## src/sv/ssp_pkg.sv

```systemverilog
// Package for the serial schedule placer: types, constants, state codes.
package ssp_pkg;

	localparam int MaxActivities = 64;
	localparam int NumResources = 4;
	localparam int MaxHorizon = 256;
	localparam int ActW = $clog2(MaxActivities);
	localparam int ResW = (NumResources > 1) ? $clog2(NumResources) : 1;
	localparam int PerW = $clog2(MaxHorizon);
	localparam int TimeW = 9;
	localparam int CfgIdxW = 3;

	localparam logic [CfgIdxW-1:0] CfgHorizon = 3'd4;

	typedef struct packed {
		logic        mode;
		logic [5:0]  activity_index;
		logic [63:0] predecessor_mask;
		logic [7:0]  duration;
		logic [7:0]  use_res0;
		logic [7:0]  use_res1;
		logic [7:0]  use_res2;
		logic [7:0]  use_res3;
	} in_item_t;

	typedef struct packed {
		logic [8:0] start_time;
		logic [8:0] finish_time;
		logic       placed;
	} out_item_t;

	typedef enum logic [3:0] {
		ST_INIT,
		ST_IDLE,
		ST_CLEAR,
		ST_PRED,
		ST_CHECK,
		ST_SEARCH,
		ST_WAIT,
		ST_TEST,
		ST_COMMIT,
		ST_ADD,
		ST_OUT
	} state_t;

	typedef struct packed {
		logic load;
		logic clr_init;
		logic clr_step;
		logic pred_init;
		logic pred_step;
		logic srch_init;
		logic srch_read;
		logic srch_next;
		logic srch_adv;
		logic add_init;
		logic add_step;
		logic store_fin;
		logic set_res;
		logic res_placed;
	} cmd_t;

	typedef struct packed {
		logic is_clear;
		logic clr_done;
		logic pred_done;
		logic bad_idx;
		logic dummy;
		logic no_room;
		logic over;
		logic last_elem;
		logic add_done;
	} stat_t;

endpackage

```

## src/sv/ssp_ctrl.sv

```systemverilog
// Controller state machine for the serial schedule placer.
module ssp_ctrl (
	input  logic           clk,
	input  logic           arst_n,
	input  logic           in_valid,
	output logic           in_stall,
	output logic           out_valid,
	input  logic           out_stall,
	input  ssp_pkg::stat_t st,
	output ssp_pkg::cmd_t  cmd
);

	ssp_pkg::state_t state_q, state_d;

	always_ff @(posedge clk or negedge arst_n) begin
		if (!arst_n) begin
			state_q <= ssp_pkg::ST_INIT;
		end else begin
			state_q <= state_d;
		end
	end

	always_comb begin
		state_d = state_q;
		cmd = '0;
		in_stall = 1'b1;
		out_valid = 1'b0;
		unique case (state_q)
			ssp_pkg::ST_INIT: begin
				cmd.clr_step = 1'b1;
				if (st.clr_done) state_d = ssp_pkg::ST_IDLE;
			end
			ssp_pkg::ST_IDLE: begin
				in_stall = 1'b0;
				if (in_valid) begin
					cmd.load = 1'b1;
					cmd.clr_init = 1'b1;
					cmd.pred_init = 1'b1;
					state_d = ssp_pkg::ST_PRED;
				end
			end
			ssp_pkg::ST_PRED: begin
				if (st.is_clear) begin
					cmd.set_res = 1'b1;
					state_d = ssp_pkg::ST_CLEAR;
				end else begin
					cmd.pred_step = 1'b1;
					if (st.pred_done) state_d = ssp_pkg::ST_CHECK;
				end
			end
			ssp_pkg::ST_CLEAR: begin
				cmd.clr_step = 1'b1;
				if (st.clr_done) state_d = ssp_pkg::ST_OUT;
			end
			ssp_pkg::ST_CHECK: begin
				if (st.bad_idx) begin
					cmd.set_res = 1'b1;
					state_d = ssp_pkg::ST_OUT;
				end else if (st.dummy) begin
					cmd.srch_init = 1'b1;
					state_d = ssp_pkg::ST_COMMIT;
				end else begin
					cmd.srch_init = 1'b1;
					state_d = ssp_pkg::ST_SEARCH;
				end
			end
			ssp_pkg::ST_SEARCH: begin
				if (st.no_room) begin
					cmd.set_res = 1'b1;
					state_d = ssp_pkg::ST_OUT;
				end else begin
					cmd.srch_read = 1'b1;
					state_d = ssp_pkg::ST_WAIT;
				end
			end
			ssp_pkg::ST_WAIT: begin
				state_d = ssp_pkg::ST_TEST;
			end
			ssp_pkg::ST_TEST: begin
				if (st.over) begin
					cmd.srch_adv = 1'b1;
					state_d = ssp_pkg::ST_SEARCH;
				end else if (st.last_elem) begin
					state_d = ssp_pkg::ST_COMMIT;
				end else begin
					cmd.srch_next = 1'b1;
					state_d = ssp_pkg::ST_SEARCH;
				end
			end
			ssp_pkg::ST_COMMIT: begin
				cmd.store_fin = 1'b1;
				cmd.set_res = 1'b1;
				cmd.res_placed = 1'b1;
				cmd.add_init = 1'b1;
				state_d = st.dummy ? ssp_pkg::ST_OUT : ssp_pkg::ST_ADD;
			end
			ssp_pkg::ST_ADD: begin
				cmd.add_step = 1'b1;
				if (st.add_done) state_d = ssp_pkg::ST_OUT;
			end
			ssp_pkg::ST_OUT: begin
				out_valid = 1'b1;
				if (!out_stall) state_d = ssp_pkg::ST_IDLE;
			end
			default: state_d = ssp_pkg::ST_IDLE;
		endcase
	end

endmodule

```

## config.mk

```make
export PLATFORM = sky130hd
export DESIGN_NAME = ssp_ctrl
export DESIGN_NICKNAME = d
export VERILOG_FILES = /design/src/sv/ssp_pkg.sv /design/src/sv/ssp_ctrl.sv
export SDC_FILE = /design/constraint.sdc
export NUM_CORES = 1
export LEC_CHECK = 0
export BUFFER_PORTS_ARGS = -buffer_cell sky130_fd_sc_hd__buf_4
export CAP_MARGIN = 40
export CORE_MARGIN = 3
export CORE_UTILIZATION = 40
export CTS_CLUSTER_SIZE = 28
export DETAILED_ROUTE_END_ITERATION = 8
export GPL_TIMING_DRIVEN = 0
export PLACE_DENSITY = 0.72
export SYNTH_ARGS = -nofsm -noshare
export SYNTH_HDL_FRONTEND = slang
export SYNTH_SLANG_ARGS = --single-unit
```

## constraint.sdc

```tcl
create_clock -name clk -period 1.5 [get_ports clk]
set_clock_uncertainty 0.15 [all_clocks]
set_input_delay 0.15 -clock clk [delete_from_list [all_inputs] [get_ports clk]]
set_output_delay 0.15 -clock clk [all_outputs]
set_load 0.01 [all_outputs]
```

; After elaboration in Yosys (flattened, before gate mapping)
; Cells that the tools add are included.
[totals]
ff_bits = 4
output_inout_bits = 16
[classes]
mux = 37
reduce_logical = 3
eq_ne = 16
[op_table]
columns = operator, n
row1 = $mux W4, 12
row2 = $pmux W4 S11, 1
row3 = $mux W1, 19
row4 = $eq A4 B3 Y1 const B, 4
row5 = $eq A4 B4 Y1 const B, 3
row6 = $ne A2 B2 Y1 const B, 5
row7 = $eq A4 B2 Y1 const B, 2
row8 = $mux W2, 4
row9 = $reduce_and A6 Y1, 1
row10 = $eq A4 B1 Y1 const B, 1
row11 = $logic_not A4 Y1, 1
row12 = $pmux W1 S4, 1
row13 = $ne A3 B3 Y1 const B, 1
row14 = $reduce_or A2 Y1, 1

; Logic depth before layout (Yosys ltp)
; Gate-level depths: netlist (run 1).
[depth]
ltp_word = 3
ltp_mapped = 6
ltp_nobuf = 4

; Worst setup path before layout (run 1)
; No wires, ideal clock.
[synth_path]
path_kind = reg2out
from = reg state_q[0]
to = out cmd[2] (netlist name)
t_arrival_ps = 1268
path_stages_with_launch = 5
setup_slack_ps = -68
cell_sequence = dfrtp_1 > buf_2 > buf_2 > nor3_1 > buf_4
[synth_lines]
columns = element, line_no
row1 = from (decl), ssp_ctrl.sv:13  ; ssp_pkg::state_t state_q, state_d;
row2 = from (signal assigned), ssp_ctrl.sv:17  ; state_q <= ssp_pkg::ST_INIT;
row3 = from (signal assigned), ssp_ctrl.sv:19  ; state_q <= state_d;
row4 = to (decl), ssp_ctrl.sv:10  ; output ssp_pkg::cmd_t cmd

==> flow_summary_export.csv, run 1 <==
group,metric,value,unit
run_status,status,"complete, but fails checks",
run_status,violations,"negative setup slack",
cells_and_area,final_nets,137,
critical_path,cp.required,1.20,ns
die,core_area,1220,sq um
cells_and_area,largest_registers,"state_q (4)",
global_route,grt_overflow,0,
placed_design,gp_congestion,0.891,
synth,ys_warn_count,0,
clocking,clock_latency,0.23,ns
drt,drt-pass1-iter-count,4,
critical_path,cp_max_fo,5,
pwr,pwr_density_cell,2220,nW/um^2
clocking,htreeDepth,1,
pwr,ir_worst_vdd,1470,uV
placed_design,dpl.hpwl,1.27,mm
drt,drc,0,
die,die-area,1900,sq um
pwr,total_power,2.44,mW
die,die_w,43.6,microns
synth,ys_ff_latch,4,
timing,tns,-2.41,ns
timing,finalCritPeriodShare,1.16,
critical_path,start_kind,"flip-flop",
cells_and_area,final_common_cell,"buf_4",
timing,worstMarginPinSlew,0.316,ns
clocking,clk_pin_slew_worst_paths,0.04,ns
timing,fin_crit,1.73,ns
synth,syn_area,566,sq um
clocking,cts-buffers-inserted,3,
global_route,antenna_found_initial,0,
clocking,clockBufferDepth,2,
die,num_rows,12,
cells_and_area,largest_reg_flops,4,
die,ioPinCount,29,
cells_and_area,area_delta_synth_final,94.0,%
timing,maxSlewHeadroom,0.789,
synth,yosys.area.top_type,"dfrtp_1",
critical_path,critPathKind,"flip-flop to primary output",
global_route,grt_pass1_wl,3.47,mm
synth,synth_cells,76,
cells_and_area,drive_above_1_share,0.631,
drt,vias_per_cell,6.15,
synth,yosysSeqAreaShare,0.177,
critical_path,worstSetupEndpointType,"primary output",
global_route,grt_usage,0.236,
clocking,clockRootBuffer,"clkbuf_4",
clocking,clock_sinks,4,
die,dieHeight,43.6,microns
placed_design,port_buffers,28,
drt,antenna_left,0,
synth,synth_area_leaders,"dfrtp_1 (18%), buf_4 (6.6%), nor2_1 (6.6%)",
pwr,p_leak,0.529,nW
timing,finalMaxSlewViolations,0,
global_route,grt_max_degree,11,
global_route,grt_pass1_vias,771,
hold_path,hold_path_class,"primary input to async pin",
critical_path,arrival,1.43,ns
cells_and_area,diodes,0,
drt,drt_iter0_markers,68,
die,initial_core_util,0.465,
drt,wire_per_inst,18.5,microns
cells_and_area,final_cell_mix,"buf_4 (36), buf_6 (15), nor2_1 (6)",
run,maxCapViolCount,0,
synth,synth_nets,89,
cells_and_area,largest-register,"state_q",
synth,netlist-cell-type-count,36,
timing,clock.fmax,0.576,GHz
clocking,cts_tree,"yes",
synth,syn_avg_cell_area,7.44,sq um
timing,layout_setup_ws,-0.235,ns
timing,hold_violations,0,
drt,finalWirelength,2.52,mm
timing,setup_viol,19,
synth,synth_top_area_share,0.177,
timing,rsz0062_at_grt,"true",
drt,routed-via-count,837,
[final timing paths]
| check | start | endpoint | slack (ns) | cells after the start |
|---|---|---|---|---|
| max reg2reg | state_q[1] | state_q[3] | -0.14 | 5 |
| min in group clk | st[8] | state_q[2] | 0.15 | 3 |
| max | state_q[2] | cmd[1] | -0.23 | 5 |
| min reg2reg | state_q[3] | state_q[3] | 0.72 | 3 |
| max in group asynchronous | arst_n | state_q[0] | 0.99 | 2 |
| min | arst_n | state_q[1] | 0.1 | 2 |
[layout make-up]
cell class                      count  area [sq um]
Buffer                             10          93.8
Clock buffer                        3          22.5
Fill cell                          53           119
Inverter                            2          7.51
Multi-Input combinational cell     60           494
Sequential cell                     4           101
Tap cell                           14          17.5
Timing Repair Buffer               43           360
[report_power, final]
group	switching (mW)	internal [mW]
Combinational	1.02	1.06
Clock	0.0417	0.0893
Sequential	0.0555	0.171
Total	1.12	1.32
[critical path: stages, from the launching register on]
cell      delay (ns)
dfrtp_1         0.40
buf_6           0.15
nand4b_1        0.17
a21o_1          0.20
a21bo_1         0.19
buf_6           0.10
[synth_stat cells]
| cell | count |
|---|---|
| nor2_1 | 10 |
| buf_4 | 5 |
| nor3_1 | 5 |
| a31oi_1 | 4 |
| buf_2 | 4 |
| dfrtp_1 | 4 |
| nand2_1 | 4 |
| nand2b_1 | 3 |
| nor2b_1 | 3 |
| a21oi_1 | 2 |
| and3_1 | 2 |
| mux2i_1 | 2 |
| nor4_1 | 2 |
| o21ba_1 | 2 |
| o22ai_1 | 2 |
| or3_1 | 2 |
| a211oi_1 | 1 |
| a21bo_1 | 1 |
| a21o_1 | 1 |
| a22oi_2 | 1 |
| a2bb2oi_1 | 1 |
| and2_1 | 1 |
| and2_4 | 1 |
| and4bb_1 | 1 |
| buf_6 | 1 |
| inv_1 | 1 |
| inv_2 | 1 |
| nand2b_4 | 1 |
| nand3_1 | 1 |
| nand4b_1 | 1 |
| nor3b_2 | 1 |
| o21a_1 | 1 |
| o21ai_0 | 1 |
| o21ai_1 | 1 |
| o2bb2ai_1 | 1 |
| o32ai_1 | 1 |
[metrics by stage]
stage          setup WS (ns)  instance area (sq um)  hold slack [ns]   util  cells
2_1_floorplan         0.0751                    571           -0.296      -     76
3_3_place_gp          -0.116                    798           -0.205  0.656    118
3_5_place_dp          -0.116                    798           -0.203  0.656    118
4_1_cts               -0.206                   1030           0.0853  0.844    133
5_1_grt               -0.297                   1100            0.118  0.902    136
6_report              -0.235                   1100           0.0973  0.902    136
[cell families (layout without fill, tap and decap cells)]
group	Yosys count	count (layout)	share of synthesized area
flops	4	4	0.177
mux	2	2	0.0354
compound gates	20	20	0.263
buf+inv	12	58	0.135
simple gates	38	38	0.389
[layer usage]
| metal | wire length, microns | part of all wire | global-route usage | up-vias |
|---|---|---|---|---|
| li1 | - | - | - | 370 |
| met1 | 999 | 0.40 | 0.295 | 382 |
| met2 | 1140 | 0.45 | 0.398 | 74 |
| met3 | 308 | 0.12 | 0.0581 | 11 |
| met4 | 70 | 0.028 | 0.0663 | 0 |
| met5 | 0 | 0 | 0 | - |
[timing repair]
item | in CTS | in global routing
resized for setup | 30 | 11
hold endpoints to repair | 4 | 0
hold buffers | 1 | 0
setup buffers | 10 | 3
setup endpoints to repair | 17 | 20
gates cloned | 1 | 0
pin swaps | 9 | 3
No activity file was read; power rests on OpenSTA's default activity.
==> inputs of run 2 (changes only) <==
--- a/config.mk
+++ b/config.mk
@@ -13,6 +13,7 @@
 export DETAILED_ROUTE_END_ITERATION = 8
 export GPL_TIMING_DRIVEN = 0
 export PLACE_DENSITY = 0.72
+export RECOVER_POWER = 25
 export SYNTH_ARGS = -nofsm -noshare
 export SYNTH_HDL_FRONTEND = slang
 export SYNTH_SLANG_ARGS = --single-unit
==> flow_summary_export.csv, run 2 (synthesis results as in run 1) <==
group,metric,value,unit
critical_path,slowest_stage,"dfrtp_1",
clocking,clock_sinks,4,
clocking,htreeDepth,1,
pwr,ir_worst_vdd,1460,uV
cells_and_area,diodes,0,
critical_path,cp_max_fo,5,
critical_path,worstSetupStartpoint,"state_q[2]",
drt,drc,0,
timing,layout_setup_ws,-0.231,ns
clocking,clk_pin_slew_worst_paths,0.04,ns
cells_and_area,largest-register,"state_q",
drt,drt-pass1-iter-count,4,
cells_and_area,largest_reg_flops,4,
timing,hold_slack,0.123,ns
placed_design,dpl.hpwl,1.27,mm
die,ioPinCount,29,
critical_path,cp_slowest_stage_delay,0.40,ns
timing,setup_viol,19,
clocking,cts-buffers-inserted,3,
timing,finalCritPeriodShare,1.15,
cells_and_area,postLayoutCoreUtil,0.899,
cells_and_area,area_delta_synth_final,93.4,%
global_route,grt_max_degree,11,
clocking,clockBufferDepth,2,
timing,fin_crit,1.73,ns
pwr,clkPwrFrac,0.054,
pwr,internal_power,1.32,mW
pwr,p_sw_frac,0.459,
pwr,pwr_density_cell,2220,nW/um^2
global_route,grt_usage,0.236,
pwr,pwr-share-comb,0.854,
critical_path,start_kind,"flip-flop",
drt,routed-via-count,832,
drt,antenna_left,0,
timing,worstMarginPinSlew,0.326,ns
drt,drt_iter0_markers,68,
die,die-area,1900,sq um
clocking,clock_latency,0.23,ns
critical_path,reg2reg_from,"state_q[1]",
critical_path,worstPathCellList,"buf_6 > nand4b_1 > a21o_1 > a21bo_1 > buf_6",
cells_and_area,drive_above_1_share,0.623,
cells_and_area,final_cell_mix,"buf_4 (35), buf_6 (15), nor2_1 (6)",
run,maxCapViolCount,0,
timing,rsz0062_at_grt,"true",
pwr,p_leak,0.526,nW
global_route,grt_overflow,0,
die,initial_core_util,0.465,
global_route,grt_pass1_vias,771,
die,die_w,43.6,microns
timing,hold_violations,0,
placed_design,port_buffers,28,
pwr,p_seq_frac,0.092,
timing,clock.fmax,0.578,GHz
cells_and_area,final_nets,137,
run_status,status,"complete, but fails checks",
drt,vias_per_cell,6.12,
pwr,total_power,2.43,mW
critical_path,arrival,1.43,ns
cells_and_area,largest_registers,"state_q (4)",
critical_path,worstSetupEndpointType,"primary output",
drt,finalWirelength,2.49,mm
timing,tns,-2.39,ns
pwr,switchingPower,1.12,mW
die,core_area,1220,sq um
timing,finalMaxSlewViolations,0,
placed_design,gp_congestion,0.891,
critical_path,critPathKind,"flip-flop to primary output",
run_status,violations,"negative setup slack",
global_route,grt_pass1_wl,3.47,mm
global_route,antenna_found_initial,0,
cells_and_area,final_common_cell,"buf_4",
drt,wire_per_inst,18.3,microns
critical_path,cp.required,1.20,ns
die,dieHeight,43.6,microns
critical_path,crit_path_frequent_cell,"buf_6",
placed_design,placed_cell_area,798,sq um
clocking,clockRootBuffer,"clkbuf_4",
clocking,cts_tree,"yes",
hold_path,hold_path_class,"primary input to async pin",
cells_and_area,final_area,1090,sq um
die,num_rows,12,
timing,maxSlewHeadroom,0.783,
[run 2: cell types whose count changed in the layout (fill, tap and decap cells not counted), sizes merged]
cell    change
buf         -1
clkbuf      +1
[run 2: stage by stage]
stage	std cells	worst slack, ns
after detailed placement	118	-0.116
after CTS	133	-0.206
after global routing	136	-0.297
after floorplan	76	0.0751
after global placement	118	-0.116
final	136	-0.231
[run 2: power groups by stage]
stage / combinational, mW / sequential, mW / clock [mW]
floorplan: 0.934 / 0.212 / 0
global placement: 1.29 / 0.228 / 0
detailed placement: 1.30 / 0.232 / 0
CTS: 1.80 / 0.218 / 0.140
global route: 2.18 / 0.235 / 0.143
finish: 2.08 / 0.224 / 0.131
[run 2: path summary, 6_finish.rpt]
path / endpoint / depth (start not counted) / slack, ns
setup / recovery: cmd[1] / 5 / -0.23
hold / removal: state_q[3] / 2 / 0.12
setup reg to reg: state_q[3] / 5 / -0.15
hold reg to reg: state_q[3] / 3 / 0.71
max in group asynchronous: state_q[1] / 2 / 0.88
min in group clk: state_q[2] / 3 / 0.15
[run 2: timing repair]
action / in CTS / in global routing
gates resized for setup: 30 / 11
cloned: 1 / 0
hold buffers: 1 / 0
hold endpoints to repair: 4 / 0
pin swaps: 9 / 3
buffers inserted: 10 / 3
setup endpoints to repair: 17 / 20
[run 2: final cells by class]
class,instances,area [sq um]
Multi-Input combinational cell,60,494
Sequential cell,4,101
Timing Repair Buffer,43,357
Tap cell,14,17.5
Clock buffer,3,22.5
Inverter,2,7.51
Buffer,10,93.8
Fill cell,55,123
[run 2: metal layers]
| metal | wire length [microns] | global-route usage | vias up |
|---|---|---|---|
| met5 | 0 | 0 | - |
| met4 | 70 | 0.0663 | 0 |
| met3 | 325 | 0.0581 | 11 |
| met2 | 1130 | 0.398 | 73 |
| met1 | 968 | 0.295 | 379 |
| li1 | - | - | 369 |
[run 2: critical path: cells and delay by family (launching register included)]
kind,cells,cell delay (ns)
flip-flops,1,0.40
buffers and inverters,2,0.25
AND/OR/NAND/NOR,1,0.16
AO/OA/AOI/OAI,2,0.39
